### config.mk
export PLATFORM = sky130hd
export DESIGN_NAME = trs_ctrl
export DESIGN_NICKNAME = d
export VERILOG_FILES = /design/src/sv/trs_pkg.sv /design/src/sv/trs_ctrl.sv
export SDC_FILE = /design/constraint.sdc
export NUM_CORES = 1
export LEC_CHECK = 0
export BUFFER_PORTS_ARGS = -buffer_cell sky130_fd_sc_hd__buf_4
export CAP_MARGIN = 10
export CORE_MARGIN = 4
export CORE_UTILIZATION = 34
export DETAILED_ROUTE_END_ITERATION = 8
export SLEW_MARGIN = 40
export SYNTH_ARGS = -nofsm -noshare
export SYNTH_HDL_FRONTEND = slang
export SYNTH_SLANG_ARGS = --single-unit
### constraint.sdc
create_clock -name clk -period 3.5 [get_ports clk]
set_clock_uncertainty 0.2 [all_clocks]
set_input_delay 0.175 -clock clk [delete_from_list [all_inputs] [get_ports clk]]
set_output_delay 0.175 -clock clk [all_outputs]
set_load 0.03 [all_outputs]
### src/sv/trs_pkg.sv
// ----------------------------------------------------------------------------
// trs_pkg: shared types and constants of the treadmill routine sequencer
// item and result payloads, mode and operation codes, controller/datapath links
// ----------------------------------------------------------------------------
package trs_pkg;

    // operation codes of an input item
    typedef enum logic [1:0]
    {
        OP_TICK     = 2'd0,
        OP_MODE     = 2'd1,
        OP_SETPOINT = 2'd2,
        OP_POINT    = 2'd3
    } trs_op_t;

    // operating modes
    typedef enum logic [1:0]
    {
        MODE_STOP  = 2'd0,
        MODE_SPEED = 2'd1,
        MODE_LOAD  = 2'd2,
        MODE_RUN   = 2'd3
    } trs_mode_t;

    // configuration register indexes
    localparam int              CFG_INDEX_W     = 2;
    localparam int              CFG_DATA_W      = 16;
    localparam logic [1:0]      CFG_GAIN        = 2'd0;
    localparam logic [1:0]      CFG_MAX_MOTOR   = 2'd1;
    localparam logic [1:0]      CFG_MAX_MISSING = 2'd2;

    // register reset values and fixed limits
    localparam logic [7:0]      GAIN_RESET        = 8'd10;
    localparam logic [14:0]     MAX_MOTOR_RESET   = 15'd100;
    localparam logic [3:0]      MAX_MISSING_RESET = 4'd15;
    localparam logic [3:0]      MISSING_SAT       = 4'd15;

    // gain (9 bit signed) times error (17 bit signed)
    localparam int              PROD_W          = 26;
    localparam int              POSITION_W      = 9;

    typedef struct packed
    {
        logic [1:0]         operation;
        logic [1:0]         mode_request;
        logic signed [15:0] target_x;
        logic signed [15:0] target_y;
        logic [31:0]        duration_ms;
        logic signed [15:0] speed_x;
        logic signed [15:0] speed_y;
        logic               speed_valid;
        logic [31:0]        now_ms;
    } trs_in_t;

    typedef struct packed
    {
        logic signed [15:0] motor_x;
        logic signed [15:0] motor_y;
        logic               motors_running;
        logic [1:0]         current_mode;
        logic [8:0]         point_position;
        logic               point_loaded;
        logic               routine_too_long;
        logic signed [15:0] active_target_x;
        logic signed [15:0] active_target_y;
    } trs_out_t;

    // one routine point as kept in the point store
    typedef struct packed
    {
        logic [31:0]        duration_ms;
        logic signed [15:0] target_x;
        logic signed [15:0] target_y;
    } trs_point_t;

    // controller states
    typedef enum logic [3:0]
    {
        ST_IDLE,
        ST_DECODE,
        ST_CHECK,
        ST_ADVANCE,
        ST_SET_RUN,
        ST_SET_WRAP,
        ST_CTRL,
        ST_MUL_Y,
        ST_CLAMP_Y,
        ST_FINISH
    } trs_state_t;

    // datapath operations issued by the controller
    typedef enum logic [3:0]
    {
        DP_NONE,
        DP_TICK_STOP,
        DP_LOAD_CHECK,
        DP_RD_CUR,
        DP_RD_NEXT,
        DP_ADV_SET,
        DP_WRAP,
        DP_SET_FROM_RD,
        DP_MODE,
        DP_RUN_REQ,
        DP_SETPOINT,
        DP_POINT,
        DP_MISS,
        DP_MUL_X,
        DP_MUL_Y,
        DP_CLAMP_Y
    } trs_dp_op_t;

    typedef struct packed
    {
        logic       capture;
        logic       finish;
        trs_dp_op_t op;
    } trs_cmd_t;

    typedef struct packed
    {
        trs_op_t    op;
        trs_mode_t  req;
        trs_mode_t  mode;
        logic       speed_valid;
        logic       run_go;
        logic       dur_zero;
    } trs_status_t;

endpackage

### src/sv/trs_ctrl.sv
// ----------------------------------------------------------------------------
// trs_ctrl: sequencer state machine
// walks one item through decode, store reads, control step and result
// ----------------------------------------------------------------------------
module trs_ctrl
    import trs_pkg::*;
(
    input  logic        clk,
    input  logic        rst_n,
    input  logic        start,
    input  trs_status_t status,
    output trs_cmd_t    cmd,
    output logic        busy,
    output logic        done
);

    trs_state_t state_reg;
    trs_state_t state_next;
    logic       done_reg;
    logic       done_next;

    always_ff @(posedge clk or negedge rst_n)
    begin
        if (!rst_n)
        begin
            state_reg <= ST_IDLE;
            done_reg  <= 1'b0;
        end
        else
        begin
            state_reg <= state_next;
            done_reg  <= done_next;
        end
    end

    always_comb
    begin
        state_next = state_reg;
        done_next  = 1'b0;
        cmd        = '{capture: 1'b0, finish: 1'b0, op: DP_NONE};
        unique case (state_reg)
            ST_IDLE:
            begin
                if (start)
                begin
                    cmd.capture = 1'b1;
                    state_next  = ST_DECODE;
                end
            end
            ST_DECODE:
            begin
                unique case (status.op)
                    OP_TICK:
                    begin
                        unique case (status.mode)
                            MODE_STOP:
                            begin
                                cmd.op     = DP_TICK_STOP;
                                state_next = ST_FINISH;
                            end
                            MODE_SPEED:
                            begin
                                state_next = ST_CTRL;
                            end
                            MODE_LOAD:
                            begin
                                cmd.op     = DP_LOAD_CHECK;
                                state_next = ST_FINISH;
                            end
                            default:
                            begin
                                cmd.op     = DP_RD_CUR;
                                state_next = ST_CHECK;
                            end
                        endcase
                    end
                    OP_MODE:
                    begin
                        if (status.req == MODE_RUN && status.mode == MODE_LOAD)
                        begin
                            cmd.op     = DP_RUN_REQ;
                            state_next = ST_SET_RUN;
                        end
                        else
                        begin
                            cmd.op     = DP_MODE;
                            state_next = ST_FINISH;
                        end
                    end
                    OP_SETPOINT:
                    begin
                        cmd.op     = DP_SETPOINT;
                        state_next = ST_FINISH;
                    end
                    default:
                    begin
                        cmd.op     = DP_POINT;
                        state_next = ST_FINISH;
                    end
                endcase
            end
            ST_CHECK:
            begin
                if (status.run_go)
                begin
                    cmd.op     = DP_RD_NEXT;
                    state_next = ST_ADVANCE;
                end
                else
                begin
                    state_next = ST_CTRL;
                end
            end
            ST_ADVANCE:
            begin
                if (status.dur_zero)
                begin
                    cmd.op     = DP_WRAP;
                    state_next = ST_SET_WRAP;
                end
                else
                begin
                    cmd.op     = DP_ADV_SET;
                    state_next = ST_CTRL;
                end
            end
            ST_SET_RUN:
            begin
                cmd.op     = DP_SET_FROM_RD;
                state_next = ST_FINISH;
            end
            ST_SET_WRAP:
            begin
                cmd.op     = DP_SET_FROM_RD;
                state_next = ST_CTRL;
            end
            ST_CTRL:
            begin
                if (status.speed_valid)
                begin
                    cmd.op     = DP_MUL_X;
                    state_next = ST_MUL_Y;
                end
                else
                begin
                    cmd.op     = DP_MISS;
                    state_next = ST_FINISH;
                end
            end
            ST_MUL_Y:
            begin
                cmd.op     = DP_MUL_Y;
                state_next = ST_CLAMP_Y;
            end
            ST_CLAMP_Y:
            begin
                cmd.op     = DP_CLAMP_Y;
                state_next = ST_FINISH;
            end
            ST_FINISH:
            begin
                cmd.finish = 1'b1;
                done_next  = 1'b1;
                state_next = ST_IDLE;
            end
            default:
            begin
                state_next = ST_IDLE;
            end
        endcase
    end

    assign busy = (state_reg != ST_IDLE);
    assign done = done_reg;

endmodule

==> flow_metrics.py, run 1 <==
metrics = {
    "outcome": {
        "status": "completed",
    },
    "global_route": {
        "grt_pass1_wl_mm": 2.573,
        "grt_remaining_overflow": 0,
        "grt_pass1_vias": 592,
        "grtUsageTotal": 0.1278,
        "grt_max_degree": 19,
        "antenna_found_initial": 0,
    },
    "clock_network": {
        "path_clk_slew_ps": 50,
        "cts_made_buffers": 3,
        "clock-sinks": 5,
        "post_cts_buffers": 0,
        "cts_tree": "yes",
        "htree_num_levels": 1,
        "clk-insertion-delay-late_ps": 250,
        "clock_path_buffers": 2,
        "cts_hold_buf": 2,
        "cts_root_buf": "clkbuf_4",
        "cts_resized": 0,
    },
    "sta": {
        "fmax_mhz": 469.1,
        "final.period_utilization": 0.6090,
        "hold_ws_ps": 48.72,
        "maxSlewHeadroom": 0.5997,
        "tns_ps": 0,
        "final_max_slew_viol_count": 0,
        "finalSetupViolations": 0,
        "worstMarginPinSlew_ps": 600.4,
        "grt_setup_unrepaired": "no",
        "hold_viol": 0,
        "finalCriticalPeriod_ps": 2132,
    },
    "floorplan": {
        "start_util": 0.3631,
        "ios": 20,
        "dieWidth_um": 51.41,
        "die_area_um2": 2642,
        "fp.dieH_um": 51.41,
        "fp-row-count": 15,
        "core_um2": 1764,
    },
    "synthesis": {
        "synth_seq_cells": 5,
        "yosysTopAreaCellShare": 0.1953,
        "yosysSeqAreaShare": 0.1953,
        "synth_ff_type": "dfrtp_1",
        "ys_async_sr_fraction": 1.000,
        "yosysTopAreaCell": "dfrtp_1",
        "synthDistinctLibCells": 37,
        "synth_area_um2": 640.6,
        "syn_inst": 86,
        "synth-edff-count": 0,
        "ys_warn_count": 0,
        "synth_area_leaders": "dfrtp_1, nor2_1, ha_1",
        "avgSynthCellArea_um2": 7.449,
        "syn_nets": 102,
    },
    "critical_path": {
        "rr_startpoint": "state_reg[1]",
        "r2r-end": "state_reg[0]",
        "crit_arrival_ps": 1760,
        "path_class": "flip-flop to output pin",
        "cp.required_ps": 3120,
        "cp_top_family": "flip-flops",
        "crit_buf_inv": 2,
        "cp_max_fo": 15,
        "r2r_cells": 4,
        "critical_path.startpoint_type": "flip-flop",
        "ff2ff_setup_slack_ps": 1730,
        "cp_slowest_stage_delay_ps": 650,
        "worstSetupEndpointType": "output pin",
        "cpMaxStageDelayCell": "dfrtp_1",
        "crit_path_cell_trace": "inv_2, nor2_1, a21oi_1, o221ai_1, buf_4",
    },
    "min_path": {
        "min_path_cells": 4,
        "hp-class": "primary input to flip-flop",
        "worstHoldStart": "status[0]",
        "hold_end": "state_reg[1]",
    },
    "finish": {
        "largest_reg_flops": 4,
        "antenna_cells": 0,
        "syn_to_final_growth_pct": 24.80,
        "fin_nets": 119,
        "fin_cells": 127,
        "mostFrequentLayoutCells": "buf_4, nor2_1, a21oi_1",
        "fillers": 192,
        "drive_gt1_frac": 0.2745,
        "final_common_cell": "buf_4",
    },
    "place": {
        "place_inst": 121,
        "place.gp.congestion": 0.8138,
        "port_buffers": 19,
        "dpl.hpwl_mm": 1.113,
    },
    "drt": {
        "drt-initial-drc-count": 26,
        "ant_nets": 0,
        "first_pass_iters": 4,
        "drc": 0,
        "wl_per_cell_um": 12.11,
        "route.vias.total": 646,
        "routed_wl_mm": 1.538,
        "vias_per_cell": 5.087,
    },
    "power_and_ir_drop": {
        "p_total_uw": 760.9,
        "power_density_nw_per_um2": 951.7,
        "p_leak_uw": 0.0003590,
        "ir_worst_vdd_mv": 0.5327,
    },
    "job": {
        "drv_cap": 0,
    },
}
==> where the power goes <==
part | internal, uW | leakage [uW] | switching, uW
combinational | 218 | 0.000279 | 285
clock | 43.5 | 0.0000150 | 29.4
sequential | 82.0 | 0.0000648 | 104
total | 343 | 0.000359 | 418
==> synth_stat cells (3+ instances only) <==
library cell / number
nor2_1: 15
a21oi_1: 6
dfrtp_1: 5
buf_2: 4
ha_1: 4
nand2_1: 4
inv_1: 3
nand3_1: 3
o21ai_0: 3
o21ai_1: 3
==> routing by layer <==
metal	track usage	part of all wire	vias up
met1	0.1770	0.49	289
met4	0.05240	0.010	0
met3	0.03499	0.041	2
met2	0.1843	0.46	19
met5	0	0	-
li1	-	-	336
==> worst register-to-register path, stage by stage (launching register included) <==
cell,delay [ps]
dfrtp_1,580
nand2b_4,250
nor3_2,180
nand3_1,170
a221oi_2,280
==> area by class of cell <==
cell class | count | area [um2] | area share
multi-input combinational | 68 | 439.2 | 0.5493
inverter | 4 | 15.01 | 0.01878
sequential | 5 | 125.1 | 0.1565
clock buffer | 4 | 26.28 | 0.03286
tap | 25 | 31.28 | 0.03912
timing repair buffer | 21 | 162.7 | 0.2034
==> worst max-delay path by stage <==
stage	startpoint	to	slack [ps]	depth (start not counted)
final	state_reg[2]	cmd[0]	1370	5
after CTS	state_reg[2]	cmd[0]	1360	5
after floorplan	state_reg[0]	cmd[3]	1590	4
after global placement	state_reg[2]	cmd[0]	1680	5
after global routing	state_reg[2]	cmd[0]	1200	5
after detailed placement	state_reg[2]	cmd[0]	1660	5
==> logic make-up after synthesis <==
logic type,share of synthesized area
buffers and inverters,0.1191
AO/OA/AOI/OAI,0.2715
adder cells (fa/ha/maj),0.07813
XOR/XNOR,0.01367
AND/OR/NAND/NOR,0.2910
flip-flops,0.1953
multiplexers,0.03125
==> stage by stage <==
stage	cell area (um2)	utilization	worst slack, ps
finish	799.5	0.4532	1368
global placement	753.2	0.4270	1684
global route	799.5	0.4532	1198
CTS	799.5	0.4532	1358
detailed placement	753.2	0.4270	1662
floorplan	640.6	-	1589
Power figures use the tool's default switching activity.
==> run 2: changes to the inputs <==
--- a/config.mk
+++ b/config.mk
@@ -5,6 +5,7 @@
 export SDC_FILE = /design/constraint.sdc
 export NUM_CORES = 1
 export LEC_CHECK = 0
+export ABC_AREA = 1
 export BUFFER_PORTS_ARGS = -buffer_cell sky130_fd_sc_hd__buf_4
 export CAP_MARGIN = 10
 export CORE_MARGIN = 4
==> constraint.sdc (replaced) <==
create_clock -name clk -period 1.9 [get_ports clk]
set_clock_uncertainty 0.2 [all_clocks]
set_input_delay 0.095 -clock clk [delete_from_list [all_inputs] [get_ports clk]]
set_output_delay 0.095 -clock clk [all_outputs]
set_load 0.03 [all_outputs]
==> flow_metrics.py, run 2 <==
metrics = {
    "global_route": {
        "grt_pass1_vias": 497,
        "grt_remaining_overflow": 0,
        "antenna_found_initial": 0,
        "grtUsageTotal": 0.1362,
        "grt_max_degree": 7,
        "grt_pass1_wl_mm": 2.118,
    },
    "place": {
        "place.gp.congestion": 0.9142,
        "place_inst": 115,
        "dpl.hpwl_mm": 1.096,
        "dpl-instance-area_um2": 666.9,
        "port_buffers": 19,
    },
    "critical_path": {
        "critical_path.startpoint_type": "flip-flop",
        "path_class": "flip-flop to output pin",
        "crit_path_cell_trace": "inv_2, nor2_1, nand2_1, inv_1, a21oi_1, nand3b_1, buf_4",
        "r2r_cells": 5,
        "cp_slowest_stage_delay_ps": 420,
        "cp.required_ps": 1600,
        "crit_arrival_ps": 1410,
        "worstSetupEndpointType": "output pin",
        "cpMaxStageDelayCell": "dfrtp_1",
        "cp_max_fo": 4,
    },
    "synthesis": {
        "syn_nets": 98,
        "synth_area_um2": 513.0,
        "synthTopCellsByCount": "nor2_1, nand2_1, inv_1, nand3_1",
        "avgSynthCellArea_um2": 6.256,
        "synth.most_common_cell": "nor2_1",
        "yosysTopAreaCell": "dfrtp_1",
        "synth_ff_type": "dfrtp_1",
        "ys_warn_count": 0,
        "synth-edff-count": 0,
        "synthDistinctLibCells": 20,
        "synth_seq_cells": 5,
        "yosysTopAreaCellShare": 0.2439,
        "yosysSeqAreaShare": 0.2439,
        "synth_area_leaders": "dfrtp_1, nor2_1, nand2_1",
        "syn_inst": 82,
        "ys_async_sr_fraction": 1.000,
    },
    "floorplan": {
        "dieWidth_um": 46.85,
        "ios": 20,
        "start_util": 0.3755,
        "fp-row-count": 13,
        "core_um2": 1366,
        "fp.dieH_um": 46.85,
        "die_area_um2": 2194,
    },
    "power_and_ir_drop": {
        "p_leak_uw": 0.0004122,
        "power_density_nw_per_um2": 1798,
        "ir_worst_vdd_mv": 0.6951,
    },
    "sta": {
        "hold_viol": 0,
        "finalCriticalPeriod_ps": 1709,
        "final_max_slew_viol_count": 0,
        "final.period_utilization": 0.8992,
        "tns_ps": 0,
        "maxSlewHeadroom": 0.8339,
        "worstMarginPinSlew_ps": 247.1,
        "fmax_mhz": 585.3,
        "finalSetupViolations": 0,
        "grt_setup_unrepaired": "no",
    },
    "drt": {
        "wl_per_cell_um": 10.63,
        "drc": 0,
        "vias_per_cell": 4.707,
        "drt-initial-drc-count": 22,
        "route.vias.total": 579,
        "first_pass_iters": 4,
        "routed_wl_mm": 1.307,
        "ant_nets": 0,
    },
    "clock_network": {
        "cts_tree": "yes",
        "clock-sinks": 5,
        "path_clk_slew_ps": 40,
        "clk-insertion-delay-late_ps": 240,
        "clock_path_buffers": 2,
        "htree_num_levels": 1,
        "cts_root_buf": "clkbuf_4",
        "cts_made_buffers": 3,
    },
    "min_path": {
        "min_path_cells": 4,
        "hp-class": "primary input to flip-flop",
    },
    "finish": {
        "largest_reg_flops": 4,
        "antenna_cells": 0,
        "final_area_um2": 735.7,
        "fin_nets": 125,
        "mostFrequentLayoutCells": "buf_4, nor2_1, nand2_1",
        "fin_cells": 123,
        "drive_gt1_frac": 0.2500,
        "final_common_cell": "buf_4",
        "syn_to_final_growth_pct": 43.41,
    },
    "job": {
        "drv_cap": 0,
    },
    "outcome": {
        "status": "completed",
    },
}
## run 2: critical path: cells and delay by family (launching register included)
family	cells	cell delay [ps]
flops	1	420
buf+inv	3	340
simple gates	3	270
compound gates	1	150
## run 2: per-layer routing
metal  global-route usage  vias up  part of all wire
met5                    0        -                 0
met4              0.01657        0                 0
met3              0.04598        0             0.057
met2               0.2168       16              0.49
met1               0.1843      245              0.45
li1                     -      318                 -
## run 2: final timing paths
| kind | endpoint | from | slack [ps] |
|---|---|---|---|
| worst min-delay path | state_reg[3] | status[2] | 20 |
| min in group asynchronous | state_reg[3] | rst_n | 570 |
| max in group asynchronous | state_reg[0] | rst_n | 730 |
| worst max register to register | state_reg[0] | state_reg[2] | 520 |
| worst min register to register | done | state_reg[3] | 460 |
| worst max-delay path | cmd[0] | state_reg[1] | 190 |
## run 2: report_power, final
| part | total [uW] | internal (uW) | switching [uW] |
|---|---|---|---|
| logic | 973 | 349 | 624 |
| registers | 229 | 161 | 67.7 |
| clock network | 121 | 79.2 | 41.4 |
| total | 1320 | 590 | 733 |
## run 2: kinds of logic after synthesis
kind of cell	share of synthesized area
flip-flops	0.2439
AO/OA/AOI/OAI	0.1366
adder cells (fa/ha/maj)	0.09756
AND/OR/NAND/NOR	0.4122
buffers and inverters	0.1097
## run 2: what timing repair did
action / CTS / global route
hold buffers: 4 / 0
resized for setup: 0 / 1
setup endpoints to repair: 0 / 1
endpoints found under the hold margin: 7 / 0
setup buffers: 0 / 0
## run 2: area by class of cell
type	instances	area [um2]
fillers	144	630.6
multi-input cells	63	334.1
repair buffers	23	182.7
flip-flops and latches	5	125.1
inverters	13	48.80
clock buffers	4	26.28
well taps	15	18.77
## run 2: stage by stage
stage                     power [uW]  utilization  worst slack, ps  hold WS [ps]
after global placement          1198       0.4881            336.3        -303.2
after detailed placement        1196       0.4881            394.5        -303.3
final                           1323       0.5385            191.4         21.65
after global routing            1442       0.5385            18.52         34.22
after CTS                       1331       0.5366            134.6         19.90
after floorplan                889.2            -            298.2        -400.6
==> run 3: changes to the inputs <==
==> constraint.sdc (replaced) <==
create_clock -name clk -period 1.7 [get_ports clk]
set_clock_uncertainty 0.2 [all_clocks]
set_input_delay 0.085 -clock clk [delete_from_list [all_inputs] [get_ports clk]]
set_output_delay 0.085 -clock clk [all_outputs]
set_load 0.03 [all_outputs]
==> flow_metrics.py, run 3 (synthesis results as in run 2) <==
metrics = {
    "drt": {
        "vias_per_cell": 4.888,
        "wl_per_cell_um": 12.14,
        "ant_nets": 0,
        "route.vias.total": 611,
        "routed_wl_mm": 1.518,
        "first_pass_iters": 4,
        "drc": 0,
        "drt-initial-drc-count": 23,
    },
    "floorplan": {
        "die_area_um2": 2194,
        "core_um2": 1366,
        "start_util": 0.3755,
        "fp-row-count": 13,
        "fp.dieH_um": 46.85,
        "dieWidth_um": 46.85,
        "ios": 20,
    },
    "min_path": {
        "hp-class": "primary input to flip-flop",
    },
    "finish": {
        "fillers": 127,
        "drive_gt1_frac": 0.3727,
        "antenna_cells": 0,
        "final_common_cell": "buf_4",
        "final_area_um2": 800.8,
        "syn_to_final_growth_pct": 56.10,
        "fin_cells": 125,
        "largest_reg_flops": 4,
        "mostFrequentLayoutCells": "buf_4, nand2_1, nor2_1",
        "fin_nets": 127,
    },
    "sta": {
        "maxSlewHeadroom": 0.8296,
        "worstMarginPinSlew_ps": 253.4,
        "finalCriticalPeriod_ps": 1678,
        "fmax_mhz": 596.0,
        "finalSetupViolations": 0,
        "tns_ps": 0,
        "grt_setup_unrepaired": "yes",
        "final.period_utilization": 0.9869,
        "hold_ws_ps": -10.53,
        "final_max_slew_viol_count": 0,
        "hold_viol": 1,
    },
    "global_route": {
        "use_met2": 0.2439,
        "grt_remaining_overflow": 0,
        "grt_max_degree": 7,
        "grt-busiest-layer": "met2",
        "grtUsageTotal": 0.1555,
        "grt_pass1_vias": 569,
        "use_met1": 0.2115,
        "use_met3": 0.04598,
        "antenna_found_initial": 0,
        "grt_pass1_wl_mm": 2.435,
    },
    "outcome": {
        "status": "finished, violations left",
        "violations": "hold timing",
    },
    "clock_network": {
        "clock-sinks": 5,
        "cts_tree": "yes",
        "cts_root_buf": "clkbuf_4",
        "clock_path_buffers": 2,
        "cts_made_buffers": 3,
        "clk-insertion-delay-late_ps": 240,
        "htree_num_levels": 1,
        "path_clk_slew_ps": 40,
    },
    "critical_path": {
        "worstSetupEndpointType": "output pin",
        "path_class": "flip-flop to output pin",
        "crit_arrival_ps": 1390,
        "cp_max_fo": 4,
        "cp.required_ps": 1410,
        "critical_path.startpoint_type": "flip-flop",
    },
    "power_and_ir_drop": {
        "power_density_nw_per_um2": 2097,
        "ir_worst_vdd_mv": 0.8821,
        "p_leak_uw": 0.0004246,
    },
    "place": {
        "place.gp.congestion": 0.9138,
        "dpl-instance-area_um2": 666.9,
        "port_buffers": 19,
        "place_inst": 115,
        "dpl.hpwl_mm": 1.068,
    },
    "job": {
        "drv_cap": 0,
    },
}
[run 3: cell types whose count changed in the layout (fill, tap and decap cells not counted), sizes merged]
cell	previous run	this run
buf	19	21
[run 3: worst paths after layout]
check | startpoint | cells past startpoint | slack [ps] | to
max in group asynchronous | rst_n | 3 | 510 | state_reg[0]
max | state_reg[1] | 7 | 20 | cmd[0]
max reg2reg | state_reg[1] | 7 | 270 | state_reg[2]
min | status[0] | 4 | -10 | state_reg[1]
min reg2reg | state_reg[2] | 3 | 440 | done
min in group asynchronous | rst_n | 3 | 580 | done
[run 3: where the power goes]
| group | total [uW] | switching, uW | internal (uW) |
|---|---|---|---|
| sequential | 299 | 109 | 190 |
| clock | 137 | 48.5 | 88.7 |
| combinational | 1240 | 764 | 479 |
| total | 1680 | 922 | 757 |
[run 3: area by class of cell]
cell class	count	area, um2	share of cell area
inverters	13	51.30	0.06406
clock buffers	4	26.28	0.03281
flip-flops and latches	5	130.1	0.1625
well taps	15	18.77	0.02344
multi-input cells	63	369.1	0.4609
repair buffers	25	205.2	0.2563
[run 3: per-layer routing]
layer,vias to the layer above,wire (um),part of all wire
li1,321,-,-
met1,271,674,0.44
met2,19,748,0.49
met3,0,95,0.063
met4,0,0,0
met5,-,0,0
[run 3: stage by stage]
step / utilization / worst slack, ps / total power [uW]
global route: 0.5861 / -71.78 / 1824
CTS: 0.5504 / 0.6293 / 1530
floorplan: - / 108.2 / 993.9
detailed placement: 0.4881 / 186.8 / 1336
finish: 0.5861 / 22.19 / 1679
global placement: 0.4881 / 158.8 / 1338
[run 3: repair_timing]
action	4_1_cts	5_1_grt
gates cloned	0	0
hold buffers	4	0
endpoints found under the hold margin	7	0
pin swaps	2	2
setup buffers	2	0
gates resized for setup	4	15
setup endpoints to repair	2	4
[run 3: worst max-delay path: stages, from the launching register on]
cell and delay, ps:
dfrtp_2 460, inv_4 100, nor2_2 60, nand2_2 70, inv_1 60, a21oi_2 140
nand3b_1 80, buf_4 170
